[src/design/pgpc_pkg.sv]
`timescale 1ns / 1ps

package pgpc_pkg;

   localparam int ANGLE_W         = 12;
   localparam int DEADBAND_W      = 10;
   localparam int GAIN_W          = 16;
   localparam int PWM_W           = 8;
   localparam int MODE_W          = 2;
   localparam int FLAG_W          = 2;
   localparam int CSR_IDX_W       = 3;
   localparam int CSR_DATA_W      = 16;
   localparam int FINGERS_DEFAULT = 5;
   // 1/16 degree angles times a Q8.8 gain
   localparam int SCALE_SHIFT     = 12;

   typedef enum logic [MODE_W-1:0] {
      MODE_STOP     = 2'd0,
      MODE_PRESSURE = 2'd1,
      MODE_VACUUM   = 2'd2,
      MODE_HOLD     = 2'd3
   } mode_type;

   typedef enum logic [CSR_IDX_W-1:0] {
      CSR_TARGET_ANGLE   = 3'd0,
      CSR_DEADBAND       = 3'd1,
      CSR_KP_PRESSURE    = 3'd2,
      CSR_KP_VACUUM      = 3'd3,
      CSR_FLOOR_PRESSURE = 3'd4,
      CSR_FLOOR_VACUUM   = 3'd5,
      CSR_MAX_PWM        = 3'd6
   } csr_index_type;

   typedef struct packed {
      logic [ANGLE_W-1:0]    target_angle;
      logic [DEADBAND_W-1:0] deadband;
      logic [GAIN_W-1:0]     kp_pressure;
      logic [GAIN_W-1:0]     kp_vacuum;
      logic [PWM_W-1:0]      floor_pressure;
      logic [PWM_W-1:0]      floor_vacuum;
      logic [PWM_W-1:0]      max_pwm;
   } cfg_type;

   localparam cfg_type CFG_RESET = '{
      target_angle:   12'd0,
      deadband:       10'd32,
      kp_pressure:    16'd256,
      kp_vacuum:      16'd256,
      floor_pressure: 8'd0,
      floor_vacuum:   8'd0,
      max_pwm:        8'd255
   };

   typedef struct packed {
      mode_type mode;
      logic     settled;
   } stage_ctl_type;

   function automatic int sum_w(input int fingers);
      return $clog2(fingers * ((1 << ANGLE_W) - 1) + 1);
   endfunction

   function automatic int prod_w(input int fingers);
      return GAIN_W + sum_w(fingers);
   endfunction

   function automatic int req_data_w(input int fingers);
      return ((FLAG_W + fingers * ANGLE_W + 7) / 8) * 8;
   endfunction

   function automatic int rsp_data_w(input int fingers);
      return ((MODE_W + 2 * PWM_W + fingers + 7) / 8) * 8;
   endfunction

endpackage

[src/design/pneumatic_glove_p_controller.sv]
`timescale 1ns / 1ps
// pipeline: an accepted item passes through the input register, the gain
// product register and the result register, in that order
// throughput: one item per cycle; each stage moves when the next one is free
// reset (synchronous): all stage valid flags clear, config registers take defaults
// target 0, deadband 32, gains 256, min pwm 0, max pwm 255

module pneumatic_glove_p_controller
   import pgpc_pkg::*;
#(
   parameter int FINGERS = FINGERS_DEFAULT
) (
   input  logic                              clock,
   input  logic                              reset,
   input  logic                              req_tvalid,
   output logic                              req_tready,
   // running, valves_settled, finger_angle_0 .. finger_angle_N, zero pad
   input  logic [req_data_w(FINGERS)-1:0]    req_tdata,
   output logic                              rsp_tvalid,
   input  logic                              rsp_tready,
   // mode, pressure_pump_pwm, vacuum_pump_pwm, valve_open_mask, zero pad
   output logic [rsp_data_w(FINGERS)-1:0]    rsp_tdata,
   input  logic                              csr_we,
   input  logic [CSR_IDX_W-1:0]              csr_addr,
   input  logic [CSR_DATA_W-1:0]             csr_wdata
);

   localparam int PROD_W = prod_w(FINGERS);
   localparam int RSP_W  = rsp_data_w(FINGERS);

   cfg_type cfg;

   logic                            s1_valid_ff;
   logic                            s1_valid_in;
   logic                            s1_running_ff;
   logic                            s1_settled_ff;
   logic [FINGERS-1:0][ANGLE_W-1:0] s1_angle_ff;
   logic [FINGERS-1:0][ANGLE_W-1:0] angle_in;

   stage_ctl_type      ctl;
   logic [FINGERS-1:0] mask;
   logic [PROD_W-1:0]  product;

   logic               s2_valid_ff;
   logic               s2_valid_in;
   stage_ctl_type      s2_ctl_ff;
   logic [FINGERS-1:0] s2_mask_ff;
   logic [PROD_W-1:0]  s2_prod_ff;

   logic [PWM_W-1:0] ppwm;
   logic [PWM_W-1:0] vpwm;

   logic             rsp_valid_ff;
   logic             rsp_valid_in;
   logic [RSP_W-1:0] rsp_data_ff;
   logic [RSP_W-1:0] rsp_data_in;

   logic s2_ready;
   logic s3_ready;

   pgpc_csr u_csr (
      .clock     (clock),
      .reset     (reset),
      .csr_we    (csr_we),
      .csr_addr  (csr_addr),
      .csr_wdata (csr_wdata),
      .cfg       (cfg)
   );

   // each stage takes a new item when it is empty or its item moves on
   assign s3_ready   = !rsp_valid_ff || rsp_tready;
   assign s2_ready   = !s2_valid_ff || s3_ready;
   assign req_tready = !s1_valid_ff || s2_ready;

   assign s1_valid_in  = req_tready ? req_tvalid : s1_valid_ff;
   assign s2_valid_in  = s2_ready ? s1_valid_ff : s2_valid_ff;
   assign rsp_valid_in = s3_ready ? s2_valid_ff : rsp_valid_ff;

   always_comb begin
      for (int i = 0; i < FINGERS; i++) begin
         angle_in[i] = req_tdata[FLAG_W + i*ANGLE_W +: ANGLE_W];
      end
   end

   always_ff @(posedge clock) begin
      if (reset) begin
         s1_valid_ff  <= 1'b0;
         s2_valid_ff  <= 1'b0;
         rsp_valid_ff <= 1'b0;
      end else begin
         s1_valid_ff  <= s1_valid_in;
         s2_valid_ff  <= s2_valid_in;
         rsp_valid_ff <= rsp_valid_in;
      end
   end

   always_ff @(posedge clock) begin
      if (req_tready && req_tvalid) begin
         s1_running_ff <= req_tdata[0];
         s1_settled_ff <= req_tdata[1];
         s1_angle_ff   <= angle_in;
      end
      if (s2_ready && s1_valid_ff) begin
         s2_ctl_ff  <= ctl;
         s2_mask_ff <= mask;
         s2_prod_ff <= product;
      end
      if (s3_ready && s2_valid_ff) begin
         rsp_data_ff <= rsp_data_in;
      end
   end

   pgpc_error #(
      .FINGERS (FINGERS)
   ) u_error (
      .cfg     (cfg),
      .running (s1_running_ff),
      .settled (s1_settled_ff),
      .angle   (s1_angle_ff),
      .ctl     (ctl),
      .mask    (mask),
      .product (product)
   );

   pgpc_pump #(
      .FINGERS (FINGERS)
   ) u_pump (
      .cfg               (cfg),
      .ctl               (s2_ctl_ff),
      .product           (s2_prod_ff),
      .pressure_pump_pwm (ppwm),
      .vacuum_pump_pwm   (vpwm)
   );

   assign rsp_data_in = RSP_W'({s2_mask_ff, vpwm, ppwm, s2_ctl_ff.mode});

   assign rsp_tvalid = rsp_valid_ff;
   assign rsp_tdata  = rsp_data_ff;

endmodule

[src/design/pgpc_csr.sv]
`timescale 1ns / 1ps

module pgpc_csr
   import pgpc_pkg::*;
(
   input  logic                  clock,
   input  logic                  reset,
   input  logic                  csr_we,
   input  logic [CSR_IDX_W-1:0]  csr_addr,
   input  logic [CSR_DATA_W-1:0] csr_wdata,
   output cfg_type               cfg
);

   cfg_type cfg_ff;
   cfg_type cfg_in;

   always_comb begin
      cfg_in = cfg_ff;
      if (csr_we) begin
         unique case (csr_index_type'(csr_addr))
            CSR_TARGET_ANGLE:   cfg_in.target_angle   = csr_wdata[ANGLE_W-1:0];
            CSR_DEADBAND:       cfg_in.deadband       = csr_wdata[DEADBAND_W-1:0];
            CSR_KP_PRESSURE:    cfg_in.kp_pressure    = csr_wdata[GAIN_W-1:0];
            CSR_KP_VACUUM:      cfg_in.kp_vacuum      = csr_wdata[GAIN_W-1:0];
            CSR_FLOOR_PRESSURE: cfg_in.floor_pressure = csr_wdata[PWM_W-1:0];
            CSR_FLOOR_VACUUM:   cfg_in.floor_vacuum   = csr_wdata[PWM_W-1:0];
            CSR_MAX_PWM:        cfg_in.max_pwm        = csr_wdata[PWM_W-1:0];
            default:            cfg_in = cfg_ff;
         endcase
      end
   end

   always_ff @(posedge clock) begin
      if (reset) begin
         cfg_ff <= CFG_RESET;
      end else begin
         cfg_ff <= cfg_in;
      end
   end

   assign cfg = cfg_ff;

endmodule

[src/design/pgpc_error.sv]
`timescale 1ns / 1ps

module pgpc_error
   import pgpc_pkg::*;
#(
   parameter int FINGERS = FINGERS_DEFAULT
) (
   input  cfg_type                            cfg,
   input  logic                               running,
   input  logic                               settled,
   input  logic [FINGERS-1:0][ANGLE_W-1:0]    angle,
   output stage_ctl_type                      ctl,
   output logic [FINGERS-1:0]                 mask,
   output logic [prod_w(FINGERS)-1:0]         product
);

   localparam int SUM_W  = sum_w(FINGERS);
   localparam int PROD_W = prod_w(FINGERS);

   logic [SUM_W-1:0]  sum;
   logic [SUM_W-1:0]  tgt_scaled;
   logic [SUM_W-1:0]  band;
   logic [SUM_W-1:0]  mag;
   logic [GAIN_W-1:0] kp;
   logic              pressure;
   logic              vacuum;

   always_comb begin
      sum = '0;
      for (int i = 0; i < FINGERS; i++) begin
         sum = sum + SUM_W'(angle[i]);
      end
   end

   // error and band are both scaled by the finger count
   assign tgt_scaled = SUM_W'(cfg.target_angle) * SUM_W'(FINGERS);
   assign band       = SUM_W'(cfg.deadband) * SUM_W'(FINGERS);

   assign pressure = {1'b0, tgt_scaled} > ({1'b0, sum} + {1'b0, band});
   assign vacuum   = {1'b0, sum} > ({1'b0, tgt_scaled} + {1'b0, band});

   assign mag     = pressure ? (tgt_scaled - sum) : (sum - tgt_scaled);
   assign kp      = vacuum ? cfg.kp_vacuum : cfg.kp_pressure;
   assign product = PROD_W'(kp) * PROD_W'(mag);

   always_comb begin
      ctl.settled = settled;
      ctl.mode    = MODE_HOLD;
      mask        = '0;
      if (!running) begin
         ctl.mode = MODE_STOP;
      end else if (pressure) begin
         ctl.mode = MODE_PRESSURE;
         // angle below target minus deadband, no valve when that goes negative
         for (int i = 0; i < FINGERS; i++) begin
            mask[i] = ({1'b0, angle[i]} + (ANGLE_W+1)'(cfg.deadband))
                      < {1'b0, cfg.target_angle};
         end
      end else if (vacuum) begin
         ctl.mode = MODE_VACUUM;
         mask     = '1;
      end
   end

endmodule

[src/design/pgpc_pump.sv]
`timescale 1ns / 1ps

module pgpc_pump
   import pgpc_pkg::*;
#(
   parameter int FINGERS = FINGERS_DEFAULT
) (
   input  cfg_type                    cfg,
   input  stage_ctl_type              ctl,
   input  logic [prod_w(FINGERS)-1:0] product,
   output logic [PWM_W-1:0]           pressure_pump_pwm,
   output logic [PWM_W-1:0]           vacuum_pump_pwm
);

   localparam int PROD_W    = prod_w(FINGERS);
   localparam int NUM_W     = PROD_W + 1;
   localparam int V_W       = NUM_W - SCALE_SHIFT;
   localparam int SAT_CMD   = 1 << PWM_W;
   localparam int SAT_LIMIT = SAT_CMD * FINGERS;
   localparam int VS_W      = $clog2(SAT_LIMIT);
   localparam int HALF      = FINGERS << (SCALE_SHIFT - 1);
   localparam int RCP_SHIFT = $clog2(SAT_LIMIT * FINGERS);
   localparam int RCP_W     = RCP_SHIFT + 1;
   localparam int RCP       = ((1 << RCP_SHIFT) + FINGERS - 1) / FINGERS;
   localparam int QP_W      = VS_W + RCP_W;

   logic [NUM_W-1:0] num;
   logic [V_W-1:0]   scaled;
   logic             sat;
   logic [VS_W-1:0]  low;
   logic [QP_W-1:0]  qprod;
   logic [PWM_W:0]   cmd_raw;
   logic [PWM_W:0]   cmd_min;
   logic [PWM_W-1:0] min_pwm;
   logic [PWM_W-1:0] cmd;

   // round half up, then split the divide into a shift and a finger-count divide
   assign num    = NUM_W'(product) + NUM_W'(HALF);
   assign scaled = num[NUM_W-1:SCALE_SHIFT];

   // anything at or past full scale clamps anyway, so only a short value is divided
   assign sat   = scaled >= V_W'(SAT_LIMIT);
   assign low   = scaled[VS_W-1:0];
   assign qprod = QP_W'(low) * QP_W'(RCP);

   assign cmd_raw = sat ? (PWM_W+1)'(SAT_CMD) : {1'b0, qprod[RCP_SHIFT +: PWM_W]};

   assign min_pwm = (ctl.mode == MODE_VACUUM) ? cfg.floor_vacuum : cfg.floor_pressure;

   assign cmd_min = ((cmd_raw != '0) && (cmd_raw < {1'b0, min_pwm})) ? {1'b0, min_pwm}
                                                                      : cmd_raw;
   assign cmd     = (cmd_min > {1'b0, cfg.max_pwm}) ? cfg.max_pwm : cmd_min[PWM_W-1:0];

   assign pressure_pump_pwm = ((ctl.mode == MODE_PRESSURE) && ctl.settled) ? cmd : '0;
   assign vacuum_pump_pwm   = ((ctl.mode == MODE_VACUUM) && ctl.settled) ? cmd : '0;

endmodule

[config.mk]
export PLATFORM = sky130hd
export DESIGN_NAME = pneumatic_glove_p_controller
export DESIGN_NICKNAME = d
export VERILOG_FILES = /design/src/design/pgpc_pkg.sv /design/src/design/pneumatic_glove_p_controller.sv /design/src/design/pgpc_csr.sv /design/src/design/pgpc_error.sv /design/src/design/pgpc_pump.sv
export SDC_FILE = /design/constraint.sdc
export NUM_CORES = 1
export LEC_CHECK = 0
export BUFFER_PORTS_ARGS = -buffer_cell sky130_fd_sc_hd__buf_4
export CORE_MARGIN = 4
export CORE_UTILIZATION = 45
export CTS_BUF_LIST = sky130_fd_sc_hd__clkbuf_16
export CTS_CLUSTER_DIAMETER = 200
export CTS_CLUSTER_SIZE = 20
export DETAILED_ROUTE_END_ITERATION = 10
export HOLD_SLACK_MARGIN = 0.12
export SYNTH_ARGS = -nofsm -noshare
export SYNTH_HDL_FRONTEND = slang
export SYNTH_SLANG_ARGS = --single-unit
[constraint.sdc]
create_clock -name clock -period 23.9 [get_ports clock]
set_clock_uncertainty 0.1 [all_clocks]
set_input_delay 2.39 -clock clock [delete_from_list [all_inputs] [get_ports clock]]
set_output_delay 2.39 -clock clock [all_outputs]
set_load 0.05 [all_outputs]
==> results.toml, run 1 <==
[routing]
drc = 0
drt-vias-per-instance = 5.526
wire_per_inst_um = 18.27
postRouteAntennaNets = 0
via_count = 21308
drt_first_pass_iters = 5
drtIter0Drc = 1309
drt-total-wl_mm = 70.46

[worst_setup_path]
max_stage_delay_ns = 0.77
cp_data_required_time_ns = 24.02
r2r_cells = 58
path_class = "register to register"
cp-end-kind = "register"
crit_path_max_fanout = 19
cp_slowest_cell = "xnor2_2"
crit_path_frequent_cell = "fa_1"
startpoint_type = "register"
worst_ep_arrival_time_ns = 16.33

[yosys]
ys_seq_area_share_pct = 18.50
synth_nets = 3749
synth_ff_type = "edfxtp_1"
synth_cell_types = 87
synthCells = 2983
avgSynthCellArea_um2 = 9.089
synth_seq_cells = 194
yosysWarnings = 0
async_reset_ff_share_pct = 0
syn-cell-area_um2 = 27110
synth_edf_count = 113

[clock_network]
cts_hold_buf = 0
cts_buffers = 17
clock_path_buffers = 2
tritoncts_num_sinks = 194
clk_latency_ns = 0.46
cts_tree = "done"
cts_resized = 0
cts_max_level = 4
cts-root-buf = "clkbuf_16"
clk_pin_slew_worst_paths_ns = 0.07
postCtsSetupRepairBufs = 0

[global_route]
grt_remaining_overflow = 0
antenna_found_initial = 2
grt_pass1_vias = 21844
grt_usage_pct = 22.20
grt_pass1_wl_mm = 113.6
grt_max_degree = 82

[sta]
fmax_mhz = 61.69
worst_slew_pin_slew_ns = 1.249
finalCriticalPeriod_ns = 16.21
final_max_slew_viol_count = 0
relSlewSlack_pct = 16.57
finalHoldViolations = 0
fin_crit_sh_pct = 67.82
setup_violations = 0
rsz0062_at_grt = "false"
finalSetupTns_ns = 0

[floorplanning]
rows = 89
num_io_pins = 114
coreArea_um2 = 59350
die_w_um = 253.5
initial_core_util_pct = 45.68
dieArea_um2 = 64240
die_y_um = 253.5

[run_status]
status = "finished, final reports clean"

[hold_path]
min_path_type = "register to register"
min_path_cells = 0

[placement]
gp_congestion = 0.8850
io_buffers = 110
dp_hpwl_mm = 58.88

[cells_and_area]
syn2layout_area_growth_pct = 8.487
drive_gt1_share_pct = 7.303
nNetsFinal = 3834

[job]
drv_cap = 0
cell type report:
type | instances | area, um^2
Antenna cell | 2 | 5.005
Clock buffer | 17 | 425.4
Clock inverter | 15 | 128.9
Fill cell | 5620 | 29940
Inverter | 441 | 1660
Multi-Input combinational cell | 2279 | 20200
Sequential cell | 194 | 5015
Tap cell | 773 | 967.2
Timing Repair Buffer | 135 | 1013
cell usage after synthesis, drive strengths merged (41+ instances only):
master / n / area [um^2]
inv: 441 / 1660
ha: 429 / 5368
nand2: 316 / 1189
fa: 249 / 4985
a21oi: 221 / 1106
nor2: 154 / 580.6
a21o: 114 / 855.8
edfxtp: 113 / 3393
xnor2: 109 / 962.2
dfxtp: 81 / 1622
o21ai: 62 / 314.0
xor2: 51 / 446.7
o21bai: 43 / 322.8
clkbuf: 41 / 153.9
sequential cells by signal, summed over array words and instances, names as in the netlist, 2 cells and up:
register	cells
s2_prod_ff	20
s1_angle_ff	60
rsp_tdata	23
s2_mask_ff	5
rsp_data_in	2
u_csr.cfg	78
cell families after synthesis:
| logic type | Yosys count | synth area share (%) |
|---|---|---|
| compound gates | 648 | 16.05 |
| xor+xnor | 160 | 5.196 |
| fa+ha+maj | 678 | 38.18 |
| buf+inv | 510 | 7.296 |
| flops | 194 | 18.50 |
| mux | 53 | 2.040 |
| other cells | 1 | 0.01383 |
| simple gates | 739 | 12.73 |
metal layers:
metal / up-vias / share of wire [%] / track usage (%)
met3: 114 / 4.2 / 3.152
met5: - / 0 / 0
met1: 10325 / 43 / 27.61
met2: 490 / 50 / 39.84
li1: 10379 / - / -
met4: 0 / 2.9 / 7.061
critical path: cells and delay by family, from the launching register on:
family                     cells  cell delay (ns)
adders and majority gates     14             5.92
AOI/OAI and AO/OA             23             4.99
xor gates and xnor gates       5             1.80
and+or+nand+nor                7             1.50
buffers and inverters          8             0.77
muxes                          1             0.48
DFF                            1             0.42
through the flow:
| step | instance area [um^2] | hold WS [ns] | worst slack (ns) | std cells | utilization [%] |
|---|---|---|---|---|---|
| finish | 29410 | 0.3214 | 7.690 | 3856 | 49.56 |
| global route | 29410 | 0.3353 | 6.614 | 3856 | 49.56 |
| CTS | 29410 | 0.3216 | 7.815 | 3854 | 49.55 |
| detailed placement | 28860 | 0.3045 | 7.856 | 3822 | 48.62 |
| global placement | 28860 | 0.3071 | 8.063 | 3822 | 48.62 |
| floorplan | 27110 | 0.3003 | 10.37 | 2983 | - |
path summary, 6_finish.rpt:
path         slack, ns            from        endpoint
max               7.69  s1_angle_ff[0]  s2_prod_ff[29]
min               0.32   s1_settled_ff    s2_ctl_ff[0]
max reg2reg       7.69  s1_angle_ff[0]  s2_prod_ff[29]
min reg2reg       0.32   s1_settled_ff    s2_ctl_ff[0]
cell usage in the layout, fill, tap and decap left out, types with 7 or more instances in the layout:
| cell | netlist | final |
|---|---|---|
| fa_1 | 249 | 249 |
| nand2b_1 | 38 | 38 |
| clkbuf_16 | 0 | 17 |
| a211oi_1 | 30 | 30 |
| a31oi_1 | 33 | 32 |
| a21boi_0 | 9 | 8 |
| ha_1 | 429 | 429 |
| nand4_1 | 15 | 15 |
| o211ai_1 | 23 | 23 |
| mux2_2 | 16 | 16 |
| inv_1 | 439 | 440 |
| dfxtp_1 | 81 | 81 |
| o2111ai_1 | 7 | 7 |
| a211o_1 | 7 | 7 |
| o21ai_0 | 55 | 55 |
| or3_1 | 9 | 9 |
| a21o_1 | 114 | 114 |
| nand3b_1 | 13 | 13 |
| xor2_1 | 51 | 48 |
| mux2i_1 | 35 | 34 |
| o21bai_1 | 43 | 43 |
| buf_4 | 1 | 135 |
| a21oi_1 | 221 | 221 |
| nor2_1 | 153 | 153 |
| o21a_1 | 20 | 20 |
| nand2_1 | 315 | 315 |
| nor3_1 | 40 | 40 |
| nor2b_1 | 32 | 31 |
| and2_1 | 31 | 31 |
| o31ai_1 | 14 | 14 |
| edfxtp_1 | 113 | 113 |
| xnor2_1 | 108 | 106 |
| and3_1 | 27 | 27 |
| nand3_1 | 40 | 40 |
Power of run 1 is not shown: default switching activity piles up to over one toggle a cycle in this logic, so the estimate is an artifact.
==> inputs of run 2 (changes only) <==
--- a/config.mk
+++ b/config.mk
@@ -5,6 +5,7 @@
 export SDC_FILE = /design/constraint.sdc
 export NUM_CORES = 1
 export LEC_CHECK = 0
+export ABC_AREA = 1
 export BUFFER_PORTS_ARGS = -buffer_cell sky130_fd_sc_hd__buf_4
 export CORE_MARGIN = 4
 export CORE_UTILIZATION = 45
==> constraint.sdc (replaced) <==
create_clock -name clock -period 14.55 [get_ports clock]
set_clock_uncertainty 0.1 [all_clocks]
set_input_delay 1.455 -clock clock [delete_from_list [all_inputs] [get_ports clock]]
set_output_delay 1.455 -clock clock [all_outputs]
set_load 0.05 [all_outputs]
==> results.toml, run 2 <==
[placement]
dpl_cell_area_um2 = 28950
io_buffers = 110
preCtsSetupSlack_ns = 0.8999
dp.cells = 4233
gp_congestion = 0.9073
dp_hpwl_mm = 60.34

[clock_network]
clock_path_buffers = 2
cts_max_level = 4
cts_tree = "done"
tritoncts_num_sinks = 194
cts_hold_buf = 0
cts-root-buf = "clkbuf_16"
cts_buffers = 17
clk_latency_ns = 0.48
clk_pin_slew_worst_paths_ns = 0.08

[routing]
wire_per_inst_um = 16.61
drt_first_pass_iters = 5
drt-vias-per-instance = 5.108
via_count = 21812
postRouteAntennaNets = 0
drtIter0Drc = 1440
drc = 0
drt-total-wl_mm = 70.93

[sta]
fin_crit_sh_pct = 93.42
relSlewSlack_pct = 24.52
finalSetupTns_ns = 0
post-route-worst-setup-slack_ns = 0.9575
finalHoldViolations = 0
finalCriticalPeriod_ns = 13.59
rsz0062_at_grt = "false"
worst_slew_pin_slew_ns = 1.131
fmax_mhz = 73.57
final_max_slew_viol_count = 0
setup_violations = 0

[worst_setup_path]
reg2reg_from = "s1_angle_ff[12]"
cp_data_required_time_ns = 14.67
worst_ep_arrival_time_ns = 13.71
crit_path_max_fanout = 15
r2r_slack_ns = 0.96
cp_slowest_cell = "fa_1"
crit_path_frequent_cell = "nand2_1"
cp-end-kind = "register"
path_class = "register to register"
r2r_cells = 65
r2r_end = "s2_prod_ff[26]"
startpoint_type = "register"
startpoint = "s1_angle_ff[12]"
max_stage_delay_ns = 0.54
crit_end = "s2_prod_ff[26]"

[yosys]
synth_top_family_by_area = "adder cells"
synth-simple-area-share_pct = 16.51
synth_most_common_cell = "inv_1"
synth_ff_type = "edfxtp_1"
synthAdderAreaFrac_pct = 38.30
synth_nets = 4114
syn-cell-area_um2 = 27030
synth_seq_cells = 194
synth_compound_area_share_pct = 11.36
synth_cell_types = 60
synth_mux_area_share_pct = 0.3333
async_reset_ff_share_pct = 0
synth_top_area_share_pct = 19.86
ys_seq_area_share_pct = 18.55
synth_edf_count = 113
synth_common_cells = "inv_1, nand2_1, ha_1, nor2_1, a21oi_1"
yosysTopAreaCell = "ha_1"
avgSynthCellArea_um2 = 8.074
yosysWarnings = 0
synth_xor_area_share_pct = 5.115
synthCells = 3348
synth_area_leaders = "ha_1, fa_1, edfxtp_1"

[cells_and_area]
diodes = 0
largest_reg_flops = 78
final_cells = 4270
syn2layout_area_growth_pct = 9.581
layout_common_cells = "inv_1, nand2_1, ha_1"
final_area_um2 = 29620
nNetsFinal = 4250
final_common_cell = "inv_1"
drive_gt1_share_pct = 7.235

[floorplanning]
die_y_um = 253.1
rows = 89
die_w_um = 253.1
dieArea_um2 = 64060
initial_core_util_pct = 45.63
coreArea_um2 = 59240
num_io_pins = 114

[run_status]
status = "finished, final reports clean"

[hold_path]
min_path_type = "register to register"

[job]
drv_cap = 0

[global_route]
grt_pass1_wl_mm = 113.9
antenna_found_initial = 0
grt_usage_pct = 22.50
grt_remaining_overflow = 0
grt_pass1_vias = 21228
grt_max_degree = 79
[run 2: cell types whose count changed after synthesis, sizes merged, moves of 32 or more]
cell    delta
xnor2     -54
nor2b     -32
nand2    +242
a21oi     +59
o21ai    +110
nand3     +46
inv      +201
a21o      -92
nor2     +178
nand2b    -38
xor2      +51
[run 2: repair_timing]
action                     4_1_cts  5_1_grt
setup endpoints to repair        0        1
setup buffers                    0        5
gates resized for setup          0        9
[run 2: critical path: cells and delay by family (launching register included)]
kind / cells / cell delay, ns
fa+ha+maj: 14 / 5.88
simple gates: 21 / 2.05
buf+inv: 13 / 1.42
compound gates: 12 / 2.31
xor+xnor: 5 / 1.13
flops: 1 / 0.39
[run 2: how the worst min path moves through the flow]
stage                       start            end  slack (ns)  cells past startpoint
detailed placement  s1_settled_ff   s2_ctl_ff[0]        0.31                      0
floorplan           s2_mask_ff[0]  rsp_tdata[18]        0.30                      0
finish              s1_settled_ff   s2_ctl_ff[0]        0.32                      0
global route        s1_settled_ff   s2_ctl_ff[0]        0.34                      0
CTS                 s1_settled_ff   s2_ctl_ff[0]        0.32                      0
global placement    s2_mask_ff[1]  rsp_tdata[19]        0.30                      0
[run 2: area by class of cell]
class	count	area, um^2
repair buffers	159	1219
fillers	5900	29620
multi-input cells	2461	19390
clock buffers	17	425.4
well taps	773	967.2
clock inverters	15	142.6
inverters	651	2462
flip-flops and latches	194	5015
[run 2: per-layer routing]
metal,GRT usage [%],vias to the layer above,routed length (um)
met5,0,-,0
met4,4.460,0,1071
met3,2.568,59,2700
met2,39.50,446,34920
met1,30.25,10244,32230
li1,-,11063,-
[run 2: through the flow]
| step | util (%) | hold slack, ns |
|---|---|---|
| after floorplan | - | 0.3003 |
| after global placement | 48.87 | 0.3029 |
| after detailed placement | 48.87 | 0.3052 |
| after CTS | 49.83 | 0.3239 |
| after global routing | 50.00 | 0.3392 |
| final | 50.00 | 0.3217 |
[run 2: cell families (layout without fill, tap and decap cells)]
group,count (synthesis),after routing
buffers and inverters,693,842
AND/OR/NAND/NOR,1062,1062
XOR/XNOR,157,157
adder cells (fa/ha/maj),678,678
AO/OA/AOI/OAI,554,554
other,1,1
flip-flops,194,194
multiplexers,9,9
Power of run 2 is left out for the same reason.
